File: src/design/rsc_pkg.sv
// rsc_pkg: shared types, constants and command codes for the stack calculator
// used by the front, back and top design files of the block
package rsc_pkg;

	localparam int DEF_STACK_DEPTH = 64;
	localparam int DEF_WORD_WIDTH  = 32;
	localparam int IN_WIDTH        = 32;
	localparam int CMD_WIDTH       = 3;
	localparam int STATUS_WIDTH    = 2;
	localparam int DEPTH_WIDTH     = 7;

	typedef enum logic [2:0] {
		CMD_PUSH = 3'd0,
		CMD_ADD  = 3'd1,
		CMD_SUB  = 3'd2,
		CMD_MUL  = 3'd3,
		CMD_DIV  = 3'd4,
		CMD_SQRT = 3'd5,
		CMD_OUT  = 3'd6,
		CMD_HALT = 3'd7
	} cmd_t;

	typedef enum logic [1:0] {
		ST_OK        = 2'd0,
		ST_UNDERFLOW = 2'd1,
		ST_OVERFLOW  = 2'd2,
		ST_REFUSED   = 2'd3
	} status_t;

	typedef enum logic [2:0] {
		EX_IDLE,
		EX_POP1,
		EX_POP2,
		EX_ITER,
		EX_DONE
	} ex_state_t;

endpackage

File: src/design/rsc_front.sv
// rsc_front: two-entry input command queue
// depends on rsc_pkg
module rsc_front #(
	parameter int IW = 32
) (
	input  logic                  clk,
	input  logic                  arst_n,
	input  logic                  in_valid,
	output logic                  in_ready,
	input  rsc_pkg::cmd_t         in_cmd,
	input  logic signed [IW-1:0]  in_value,
	output logic                  q_valid,
	input  logic                  q_ready,
	output rsc_pkg::cmd_t         q_cmd,
	output logic signed [IW-1:0]  q_value
);
	import rsc_pkg::*;

	cmd_t              cmd_q   [2];
	logic [IW-1:0]     value_q [2];
	logic              wp_q, rp_q;
	logic [1:0]        cnt_q;
	logic              push, pop;

	assign in_ready = (cnt_q != 2'd2);
	assign push     = in_valid && in_ready;
	assign q_valid  = (cnt_q != 2'd0);
	assign pop      = q_valid && q_ready;
	assign q_cmd    = cmd_q[rp_q];
	assign q_value  = value_q[rp_q];

	// queue pointers and fill count
	always_ff @(posedge clk or negedge arst_n) begin
		if (!arst_n) begin
			wp_q  <= 1'b0;
			rp_q  <= 1'b0;
			cnt_q <= 2'd0;
		end else begin
			if (push) wp_q <= ~wp_q;
			if (pop)  rp_q <= ~rp_q;
			cnt_q <= cnt_q + {1'b0, push} - {1'b0, pop};
		end
	end

	// queue payload
	always_ff @(posedge clk) begin
		if (push) begin
			cmd_q[wp_q]   <= in_cmd;
			value_q[wp_q] <= in_value;
		end
	end
endmodule

File: src/design/rsc_back.sv
// rsc_back: stack memory, sequencer and shared iterative divide / root unit
// depends on rsc_pkg
module rsc_back #(
	parameter int DEPTH = 64,
	parameter int W     = 32,
	parameter int IW    = 32
) (
	input  logic                  clk,
	input  logic                  arst_n,
	input  logic                  q_valid,
	output logic                  q_ready,
	input  rsc_pkg::cmd_t         q_cmd,
	input  logic signed [IW-1:0]  q_value,
	output logic                  rsp_valid,
	input  logic                  rsp_ready,
	output logic                  res_valid,
	output logic signed [IW-1:0]  res_value,
	output rsc_pkg::status_t      res_status,
	output logic [rsc_pkg::DEPTH_WIDTH-1:0] res_depth
);
	import rsc_pkg::*;

	localparam int AW = (DEPTH > 1) ? $clog2(DEPTH) : 1;
	localparam int CW = $clog2(DEPTH + 1);
	localparam int NW = $clog2(W + 1);
	localparam bit ODD_W = ((W % 2) == 1);

	logic [W-1:0]  mem [DEPTH];
	logic [W-1:0]  rd_q;
	logic [CW-1:0] cnt_q;
	logic          halted_q;
	ex_state_t     st_q, st_d;
	cmd_t          cmd_q;
	logic [W-1:0]  a_q, b_q, acc_q, rem_q, quo_q;
	logic [NW-1:0] it_q;
	status_t       stat_q;
	logic          oval_q;
	logic [W-1:0]  oword_q;
	logic          mem_we;
	logic [W-1:0]  mem_wdata;

	// pop reads of the stack: address below the count
	logic          empty;
	logic [AW-1:0] top_addr;
	assign empty    = (cnt_q == '0);
	assign top_addr = AW'(cnt_q - CW'(1));

	// execution state register
	always_ff @(posedge clk or negedge arst_n) begin
		if (!arst_n) st_q <= EX_IDLE;
		else         st_q <= st_d;
	end

	always_comb begin
		st_d    = st_q;
		q_ready = 1'b0;
		case (st_q)
			EX_IDLE: if (q_valid && !rsp_valid) begin
				q_ready = 1'b1;
				st_d    = EX_POP1;
			end
			EX_POP1: st_d = EX_POP2;
			EX_POP2: st_d = EX_ITER;
			EX_ITER: if (it_q == '0) st_d = EX_DONE;
			EX_DONE: st_d = EX_IDLE;
			default: st_d = EX_IDLE;
		endcase
	end

	// divide / root step helpers
	logic [W-1:0] mb, dv_rem, dv_sub;
	logic         na, nb, dv_ge;
	logic [W+1:0] sq_rem, sq_trial;
	assign na     = a_q[W-1];
	assign nb     = b_q[W-1];
	assign mb     = nb ? (W'(0) - b_q) : b_q;
	assign dv_rem = {rem_q[W-2:0], quo_q[W-1]};
	assign dv_ge  = ({rem_q[W-1], dv_rem} >= {1'b0, mb});
	assign dv_sub = dv_rem - mb;
	assign sq_rem = {rem_q, quo_q[W-1:W-2]};
	assign sq_trial = {acc_q, 2'b01};

	logic [W-1:0] pv;
	assign pv = W'($signed(q_value));

	logic [W-1:0] prod;
	assign prod = a_q * b_q;

	// write-back word and enable
	assign mem_we = (st_q == EX_DONE)
	                && (cmd_q inside {CMD_PUSH, CMD_ADD, CMD_SUB, CMD_MUL, CMD_DIV, CMD_SQRT})
	                && (cnt_q < CW'(DEPTH));

	always_comb begin
		case (cmd_q)
			CMD_PUSH: mem_wdata = a_q;
			CMD_ADD:  mem_wdata = a_q + b_q;
			CMD_SUB:  mem_wdata = a_q - b_q;
			CMD_MUL:  mem_wdata = prod;
			CMD_DIV:  mem_wdata = (b_q == '0) ? b_q
			                      : ((na != nb) ? W'(0) - quo_q : quo_q);
			CMD_SQRT: mem_wdata = nb ? '0 : acc_q;
			default:  mem_wdata = '0;
		endcase
	end

	// stack memory: one write port, registered top read (zero when empty)
	always_ff @(posedge clk) begin
		if (mem_we) mem[cnt_q[AW-1:0]] <= mem_wdata;
		rd_q <= empty ? '0 : mem[top_addr];
	end

	// datapath and stack count updates
	always_ff @(posedge clk or negedge arst_n) begin
		if (!arst_n) begin
			cnt_q    <= '0;
			halted_q <= 1'b0;
			oval_q   <= 1'b0;
			cmd_q    <= CMD_PUSH;
			stat_q   <= ST_OK;
			oword_q  <= '0;
		end else begin
			case (st_q)
				EX_IDLE: if (q_ready) begin
					a_q <= pv;
					if (halted_q) begin
						stat_q <= ST_REFUSED;
						cmd_q  <= CMD_HALT;
					end else begin
						cmd_q <= q_cmd;
						if (q_cmd inside {CMD_PUSH, CMD_HALT}) begin
							stat_q <= ST_OK;
							if (q_cmd == CMD_HALT) halted_q <= 1'b1;
						end else if (empty) begin
							stat_q <= ST_UNDERFLOW;
						end else begin
							stat_q <= ST_OK;
							cnt_q  <= cnt_q - CW'(1);
						end
					end
				end else if (rsp_valid && rsp_ready) begin
					oval_q <= 1'b0;
				end
				EX_POP1: begin
					// first popped word is the top
					b_q <= rd_q;
					if (cmd_q inside {CMD_ADD, CMD_SUB, CMD_MUL}
					    || (cmd_q == CMD_DIV && rd_q != '0)) begin
						if (!empty) cnt_q <= cnt_q - CW'(1);
						else if (stat_q == ST_OK) stat_q <= ST_UNDERFLOW;
					end
				end
				EX_POP2: begin
					if (cmd_q inside {CMD_ADD, CMD_SUB, CMD_MUL, CMD_DIV}) a_q <= rd_q;
					else if (cmd_q == CMD_SQRT) a_q <= b_q;
					rem_q <= '0;
					acc_q <= '0;
					it_q  <= NW'(W);
					// odd word width: shift so root bit pairs line up with bit 0
					quo_q <= (cmd_q == CMD_DIV) ? (rd_q[W-1] ? W'(0) - rd_q : rd_q)
					         : (ODD_W ? (b_q << 1) : b_q);
				end
				EX_ITER: begin
					if (it_q != '0) begin
						it_q <= it_q - NW'(1);
						if (cmd_q == CMD_DIV) begin
							quo_q <= {quo_q[W-2:0], dv_ge};
							rem_q <= dv_ge ? dv_sub : dv_rem;
						end else if (cmd_q == CMD_SQRT && it_q[0] == 1'b0) begin
							// one result bit per two input bits
							quo_q <= {quo_q[W-3:0], 2'b00};
							if (sq_rem >= sq_trial) begin
								rem_q <= W'(sq_rem - sq_trial);
								acc_q <= {acc_q[W-2:0], 1'b1};
							end else begin
								rem_q <= W'(sq_rem);
								acc_q <= {acc_q[W-2:0], 1'b0};
							end
						end
					end
				end
				EX_DONE: begin
					oval_q  <= 1'b1;
					oword_q <= (cmd_q == CMD_OUT) ? b_q : '0;
					if (cmd_q inside {CMD_PUSH, CMD_ADD, CMD_SUB, CMD_MUL, CMD_DIV,
					                  CMD_SQRT}) begin
						if (cnt_q >= CW'(DEPTH)) begin
							if (stat_q == ST_OK) stat_q <= ST_OVERFLOW;
						end else begin
							cnt_q <= cnt_q + CW'(1);
						end
					end
				end
				default: ;
			endcase
		end
	end

	assign rsp_valid  = oval_q && (st_q == EX_IDLE);
	assign res_valid  = (cmd_q == CMD_OUT) && (stat_q != ST_REFUSED);
	assign res_value  = IW'($signed(oword_q));
	assign res_status = stat_q;
	assign res_depth  = DEPTH_WIDTH'(cnt_q);
endmodule

File: src/design/rpn_stack_calculator_top.sv
// stack calculator: two-command front queue, back end runs one command at a time
// every command walks pop, pop, a divide / root loop and a write-back
// the back end takes the next command only once the result of the last one is taken
// reset clears stack count, halt flag and handshake state at once; stack memory is not cleared
module rpn_stack_calculator_top #(
	parameter int STACK_DEPTH = rsc_pkg::DEF_STACK_DEPTH,
	parameter int WORD_WIDTH  = rsc_pkg::DEF_WORD_WIDTH
) (
	input  logic                  clk,
	input  logic                  arst_n,
	input  logic                  in_valid,
	output logic                  in_ready,
	input  logic [2:0]            cmd,
	input  logic signed [31:0]    push_value,
	output logic                  res_valid,
	input  logic                  res_ready,
	output logic                  out_valid,
	output logic signed [31:0]    out_value,
	output logic [1:0]            status,
	output logic [6:0]            depth_after
);
	import rsc_pkg::*;

	logic  q_valid, q_ready;
	cmd_t  q_cmd;
	logic signed [IN_WIDTH-1:0] q_value;
	status_t st;

	rsc_front #(.IW(IN_WIDTH)) u_front (
		.clk, .arst_n, .in_valid, .in_ready,
		.in_cmd(cmd_t'(cmd)), .in_value(push_value),
		.q_valid, .q_ready, .q_cmd, .q_value
	);

	rsc_back #(.DEPTH(STACK_DEPTH), .W(WORD_WIDTH), .IW(IN_WIDTH)) u_back (
		.clk, .arst_n, .q_valid, .q_ready, .q_cmd, .q_value,
		.rsp_valid(res_valid), .rsp_ready(res_ready),
		.res_valid(out_valid), .res_value(out_value),
		.res_status(st), .res_depth(depth_after)
	);

	assign status = st;
endmodule

File: config.mk
export PLATFORM = sky130hd
export DESIGN_NAME = rpn_stack_calculator_top
export DESIGN_NICKNAME = d
export VERILOG_FILES = /design/src/design/rsc_pkg.sv /design/src/design/rsc_front.sv /design/src/design/rsc_back.sv /design/src/design/rpn_stack_calculator_top.sv
export SDC_FILE = /design/constraint.sdc
export NUM_CORES = 2
export LEC_CHECK = 0
export BUFFER_PORTS_ARGS = -buffer_cell sky130_fd_sc_hd__clkbuf_2
export CORE_ASPECT_RATIO = 1.1
export CORE_UTILIZATION = 40
export CTS_CLUSTER_DIAMETER = 30
export DETAILED_ROUTE_END_ITERATION = 6
export GPL_TIMING_DRIVEN = 0
export PLACE_DENSITY = 0.64
export REMOVE_ABC_BUFFERS = 1
export SLEW_MARGIN = 20
export SYNTH_ARGS = -nofsm -noshare
export SYNTH_HDL_FRONTEND = slang
export SYNTH_SLANG_ARGS = --single-unit
File: constraint.sdc
create_clock -name clk -period 12.7 [get_ports clk]
set_input_delay 2.54 -clock clk [delete_from_list [all_inputs] [get_ports clk]]
set_output_delay 2.54 -clock clk [all_outputs]
set_load 0.01 [all_outputs]
-- After elaboration in Yosys (flattened, before gate mapping)
Memories as Yosys holds them, arrays and structs flattened. A register that Yosys moved wholly into a read port is not among the register bits.
Index checks and enable logic that the tools add are counted.
Widths: inputs -> output; s select.
- $lt $le $gt $ge: 4
- $mul: 1
- muxes and demuxes: 64
- equal/unequal tests: 33
- bitwise gates (word level): 3
- reduce and logical (&&, ||, !) cells: 40
- add/sub/neg operators: 12
- operators by type and width (operator ; count):
    $mux 32 ; 21
    $pmux 32 s2 ; 4
    $pmux 32 s6 ; 1
    $sub 1x32->32 const A ; 3
    $sub 32x32->32 ; 3
    $mux 7 ; 7
    $ge 34x34->1 ; 1
    $ge 33x32->1 ; 1
    $add 32x32->32 ; 1
    $logic_not 32->1 ; 1
    $mul 32x32->32 ; 1
    $reduce_bool 32->1 ; 1
    $ne 2x2->1 const B ; 11
    $pmux 7 s3 ; 1
    $mux 2 ; 9
    $ne 2x1->1 const B ; 8
    $eq 3x3->1 const B ; 5
    $mux 1 ; 13
    $eq 3x2->1 const B ; 4
    $pmux 3 s4 ; 1
    $pmux 6 s2 ; 1
    $reduce_bool 6->1 ; 2
    $logic_and 1x1->1 ; 10
    $reduce_bool 2->1 ; 5
    29 further kinds ; 42
- memories kept: 3
- memory bits (writable): 2118
- word-level logic and storage cells: 176
- register bits: 219
- output and inout port bits: 44
- input bits: 39
- memories (name ; words ; bits a word ; read ports ; clocked after memory_dff ; wr ports ; RTL line ; text):
    u_back.mem ; 64 ; 32 ; 1 ; 1 ; 1 ; rsc_back.sv:28 ; logic [W-1:0] mem [DEPTH];
    u_front.value_q ; 2 ; 32 ; 1 ; 0 ; 1 ; rsc_front.sv:20 ; logic [IW-1:0] value_q [2];
    u_front.cmd_q ; 2 ; 3 ; 1 ; 0 ; 1 ; rsc_front.sv:19 ; cmd_t cmd_q [2];

-- Longest topological paths before layout
- word-level depth: 8
- gate-level depth with buffers: 29
- mapped depth without buffers: 27

-- By module
A second synthesis with hierarchy kept.
- cells, all modules: 6957
- area total of the unflattened synthesis: 115137.9 sq um
- by module, submodules not included (module ; area an instance (sq um) ; times used ; cells each ; sequential area each (sq um)):
    rsc_back ; 112387.8 ; 1 ; 6826 ; 68350.6
    rsc_front ; 2750.1 ; 1 ; 131 ; 2202.1

-- Worst setup path before layout
No wires, ideal clock.
- kind: flip-flop to flip-flop
- start: register u_back.b_q[9]
- end: memory u_back.mem[0][21] (data pin)
- stages on the path, launching flop included: 25
- buffers on the path: 3
- arrival time: 8837 ps
- library setup time: 701 ps
- period minus slack after synthesis: 9539 ps
- required time: 11999 ps
- slack: 3161 ps
- path through: edfxtp_1 > clkbuf_1 > buf_1 > nand2_1 > fa_1 > inv_1 > fa_1 > fa_1 > inv_1 > fa_1 > inv_1 > fa_1 > ha_1 > fa_1 > fa_1 > ha_1 > clkbuf_1 > a211o_1 > a21oi_1 > o221ai_1 > a21oi_1 > o21bai_1 > a21oi_1 > xor2_1 > o21ai_0
- longest elaborated chain between the ends: 3
- elaborated cells between the ends (all ways): 6
- classes of those cells: add/sub: 2; mul: 1; mux: 2; reduce/logical: 1
- RTL lines (what ; RTL line ; text):
    from (decl) ; rsc_back.sv:34 ; logic [W-1:0] a_q, b_q, acc_q, rem_q, quo_q;
    from (signal assigned) ; rsc_back.sv:146 ; b_q <= rd_q;
    parallel branches: the longest is 2 deep, another holds $mul 32x32->32 ; n/a ;
    $pmux 32 s6 (*) ; rsc_back.sv:95 ; case (cmd_q)
    via u_back.mem_wdata[21] ; rsc_back.sv:40 ; logic [W-1:0] mem_wdata;
    to (decl) ; rsc_back.sv:28 ;
Mark *: on every way through the listed nets, which the timed path passes.

-- Final worst setup path
- start: register u_back.a_q[15]
- end: memory u_back.mem[49][26] (data pin)
- longest elaborated chain between the ends: 2
- elaborated cells between the ends (all ways): 4
- classes of those cells: add/sub: 2; mul: 1; mux: 1
- RTL lines (what ; RTL line ; text):
    from (decl) ; rsc_back.sv:34 ;
    from (signal assigned) ; rsc_back.sv:125 ; a_q <= pv;
    from (signal assigned) ; rsc_back.sv:154 ; if (cmd_q inside {CMD_ADD, CMD_SUB, CMD_MUL, CMD_DIV}) a_q <= rd_q;
    from (signal assigned) ; rsc_back.sv:155 ; else if (cmd_q == CMD_SQRT) a_q <= b_q;
    $mul 32x32->32 (tied with other cells) ; rsc_back.sv:87 ; assign prod = a_q * b_q;
    $pmux 32 s6 (*) ; rsc_back.sv:95 ;
    via u_back.mem_wdata[26] ; rsc_back.sv:40 ;
Mark *: on every way through the listed nets, which the timed path passes. The rest lies on a longest branch.

==> impl_metrics.tcl <==
set metrics [dict create \
    globalRouteTotalUtil 0.228 \
    postSynth.asyncResetShare 0.0224 \
    timing.slew.headroom 0.178 \
    yosys.area.top_type "sky130_fd_sc_hd__edfxtp_1" \
    criticalPathCategory "reg2reg" \
    chipWidth_um 514 \
    wl_per_cell_um 28.5 \
    synth_edf_count 2284 \
    finalSetupTns_ns 0 \
    final-setup-viol-count 0 \
    fin_util 0.491 \
    final_max_slew_viol_count 0 \
    timing.critical_path.to_type "register" \
    number_of_antenna_violations_at_the_first_check_in_global_routing 11 \
    post_cts_resize_count 0 \
    seq_area_mm2 0.0706 \
    floorplan.core_area_mm2 0.287 \
    timing.final.crit_share 0.743 \
    cp_slowest_stage_delay_ns 1.13 \
    drc 2 \
    synth_seq_cells 2369 \
    worst-endpoint-arrival_ns 10.14 \
    worstSetupPathDepth 26 \
    cpLargestDelayFamily "adder cells" \
    synth.top_cells.by_area "sky130_fd_sc_hd__edfxtp_1, sky130_fd_sc_hd__mux4_2, sky130_fd_sc_hd__fa_1" \
    number_of_global_route_vias_before_repair 69400 \
    worst_r2r_path_depth 26 \
    post-cts-setup-buffer-count 0 \
    cp_max_fo 19 \
    total_buffers_and_inverters_traversed_by_the_critical_path 9 \
    syn-mean-instance-area_um2 16.5 \
    holdBufCountCts 0 \
    via_count 67300 \
    clock_path_buffers 4 \
    grt_pass1_wl_mm 480 \
    drv.max_cap_violation_count 0 \
    drt_first_iter_violations 7416 \
    cts_num_sinks 2369 \
    synthToLayoutAreaGrowth_pct 21.9 \
    drt_pre_antenna_iters 7 \
    nNetsFinal 8172 \
    finalWeightedCongestion 0.927 \
    worst_skew_pair.late_latency_ns 0.92 \
    seq_area_frac_synth 0.611 \
    tritoncts "done" \
    die_area_mm2 0.291 \
    overflow 0 \
    fin_ws_ns 3.27 \
    number_of_top_level_design_ports 83 \
    hold_path_class "reg2reg" \
    fraction_of_layout_instances_using_a_drive_strength_above_1 0.254 \
    floorplan.die.height_um 566 \
    finalHoldViolations 0 \
    synthesis.area_mm2 0.116 \
    whs_path_depth 2 \
    worst_path_most_repeated_cell "sky130_fd_sc_hd__fa_1" \
    routed_via_density 5.77 \
    synth.lib_cells_used.distinct 97 \
    timing.clock.skew_ns 0.0770 \
    syn-instance-count 7018 \
    critical_path.startpoint_type "register" \
    initial_utilization 0.403 \
    synth-warning-count 0 \
    root_buffer "sky130_fd_sc_hd__clkbuf_16" \
    ant_nets 0 \
    crit_path_top_delay_cell "sky130_fd_sc_hd__edfxtp_1" \
    outcome "finished, violations left" \
    synth_flop_cell "sky130_fd_sc_hd__edfxtp_1" \
    netlist.area_leader.share 0.594 \
    period_minus_slack_ns 9.43 \
    grt_setup_unrepaired "false" \
    worstPathRequired_ns 13.41 \
    worst_slew_pin_slew_ns 1.23 \
    fmaxAchievable_mhz 106 \
    h-tree-depth 5 \
    clk_transition_reported_paths_ns 0.05 \
    io_buffers 82 \
    placement.setup.worst_slack_ns 3.47 \
    drt_wl_total_mm 333 \
    rows 206 \
    violations "design-rule violations" \
    clock_buffer_count_from_cts 395 \
    num-fill-cells 23200 \
    dp_hpwl_mm 234 \
    grt_max_degree 65 \
    area_of_the_multi_input_gates_mm2 0.0426 \
]
layout make-up:
| type | instances | share of cell area |
|---|---|---|
| timing repair buffer | 478 | 0.0537 |
| inverter | 487 | 0.0130 |
| clock buffer | 442 | 0.0724 |
| tap | 3848 | 0.0342 |
| antenna | 2 | 0.0000355 |
| sequential | 2369 | 0.501 |
| clock inverter | 288 | 0.0233 |
| multi-input combinational | 3760 | 0.302 |
metrics by stage:
stage / cells / hold slack [ns] / cell area, µm²
2_1_floorplan: 6616 / 0.452 / 114000
4_1_cts: 11700 / 0.492 / 141000
3_3_place_gp: 10500 / 0.477 / 119000
6_report: 11700 / 0.491 / 141000
5_1_grt: 11700 / 0.516 / 141000
3_5_place_dp: 10900 / 0.484 / 127000
path summary, 6_finish.rpt:
path	start	end	slack [ns]
max in group asynchronous	arst_n	u_back.res_value[23]$_DFFE_PN0P_	10.46
min	u_back.oval_q$_DFFE_PN0P_	u_back.oval_q$_DFFE_PN0P_	0.49
max	u_back.a_q[15]$_DFFE_PP_	u_back.mem[49][26]$_DFFE_PP_	3.27
max reg2reg	u_back.a_q[15]$_DFFE_PP_	u_back.mem[49][26]$_DFFE_PP_	3.27
min in group asynchronous	arst_n	u_back.res_depth[1]$_DFFE_PN0P_	1.65
min reg2reg	u_back.oval_q$_DFFE_PN0P_	u_back.oval_q$_DFFE_PN0P_	0.49
per-layer routing:
metal / track usage / wire length (µm) / vias to the layer above / share of wire
met5: 0 / 0 / - / 0
met4: 0.123 / 19200 / 0 / 0.058
met3: 0.0450 / 28500 / 787 / 0.086
met2: 0.371 / 160000 / 3354 / 0.48
met1: 0.288 / 125000 / 35300 / 0.38
li1: - / - / 27900 / -
placed cells by master, fill, tap and decap left out, types with 49 or more instances in the layout:
cell / count
sky130_fd_sc_hd__ha_1: 231
sky130_fd_sc_hd__xor2_1: 119
sky130_fd_sc_hd__and2_1: 296
sky130_fd_sc_hd__clkbuf_16: 400
sky130_fd_sc_hd__clkinv_2: 49
sky130_fd_sc_hd__xnor2_1: 158
sky130_fd_sc_hd__nand2_1: 396
sky130_fd_sc_hd__buf_12: 108
sky130_fd_sc_hd__mux4_2: 670
sky130_fd_sc_hd__buf_6: 55
sky130_fd_sc_hd__nor2b_1: 80
sky130_fd_sc_hd__nor2_4: 70
sky130_fd_sc_hd__nor2_1: 182
sky130_fd_sc_hd__dfrtp_1: 51
sky130_fd_sc_hd__buf_8: 65
sky130_fd_sc_hd__inv_6: 51
sky130_fd_sc_hd__inv_1: 485
sky130_fd_sc_hd__fa_1: 410
sky130_fd_sc_hd__buf_4: 59
sky130_fd_sc_hd__clkbuf_2: 81
sky130_fd_sc_hd__clkinvlp_4: 54
sky130_fd_sc_hd__o21ai_0: 105
sky130_fd_sc_hd__a211oi_1: 106
sky130_fd_sc_hd__mux2i_1: 112
sky130_fd_sc_hd__edfxtp_1: 2284
sky130_fd_sc_hd__nor3_1: 51
sky130_fd_sc_hd__buf_16: 107
sky130_fd_sc_hd__a21oi_1: 173
registers in the layout (all words and copies together) (netlist names), 7 cells and up:
name,flops
u_back.a_q,32
u_front.value_q,64
u_back.rd_q,32
u_back.acc_q,32
u_back.res_depth,7
u_back.b_q,32
u_back.rem_q,32
u_back.quo_q,32
u_back.mem,2048
u_back.res_value,32
cells by family (layout without fill, tap and decap cells):
group                    count (synthesis)  in the layout  share of synthesized area
XOR/XNOR                               283            283                     0.0214
flip-flops                            2369           2369                      0.611
AO/OA/AOI/OAI                          746            746                     0.0444
AND/OR/NAND/NOR                       1302           1302                     0.0569
other                                    0              2                          0
adder cells (fa/ha/maj)                642            642                     0.0961
multiplexers                           787            787                      0.141
buffers and inverters                  889           1695                     0.0298
tightest hold or removal path, stage by stage (launching register included):
cell                      delay (ns)
sky130_fd_sc_hd__dfrtp_1        0.35
sky130_fd_sc_hd__nand2_1        0.05
sky130_fd_sc_hd__nand2_1        0.06
cell usage after synthesis (63+ instances only):
master                     count
sky130_fd_sc_hd__edfxtp_1   2284
sky130_fd_sc_hd__mux4_2      670
sky130_fd_sc_hd__inv_1       485
sky130_fd_sc_hd__fa_1        410
sky130_fd_sc_hd__nand2_1     398
sky130_fd_sc_hd__and2_1      297
sky130_fd_sc_hd__clkbuf_1    281
sky130_fd_sc_hd__nor2_1      252
sky130_fd_sc_hd__ha_1        232
sky130_fd_sc_hd__a21oi_1     174
sky130_fd_sc_hd__xnor2_1     163
sky130_fd_sc_hd__xor2_1      120
sky130_fd_sc_hd__mux2i_1     112
sky130_fd_sc_hd__a211oi_1    108
sky130_fd_sc_hd__o21ai_0     107
sky130_fd_sc_hd__nor2b_1      82
sky130_fd_sc_hd__buf_1        63
Power is left out: the tool's default activity adds up to more than one toggle a clock period on the data nets, which glitch-free logic cannot reach.
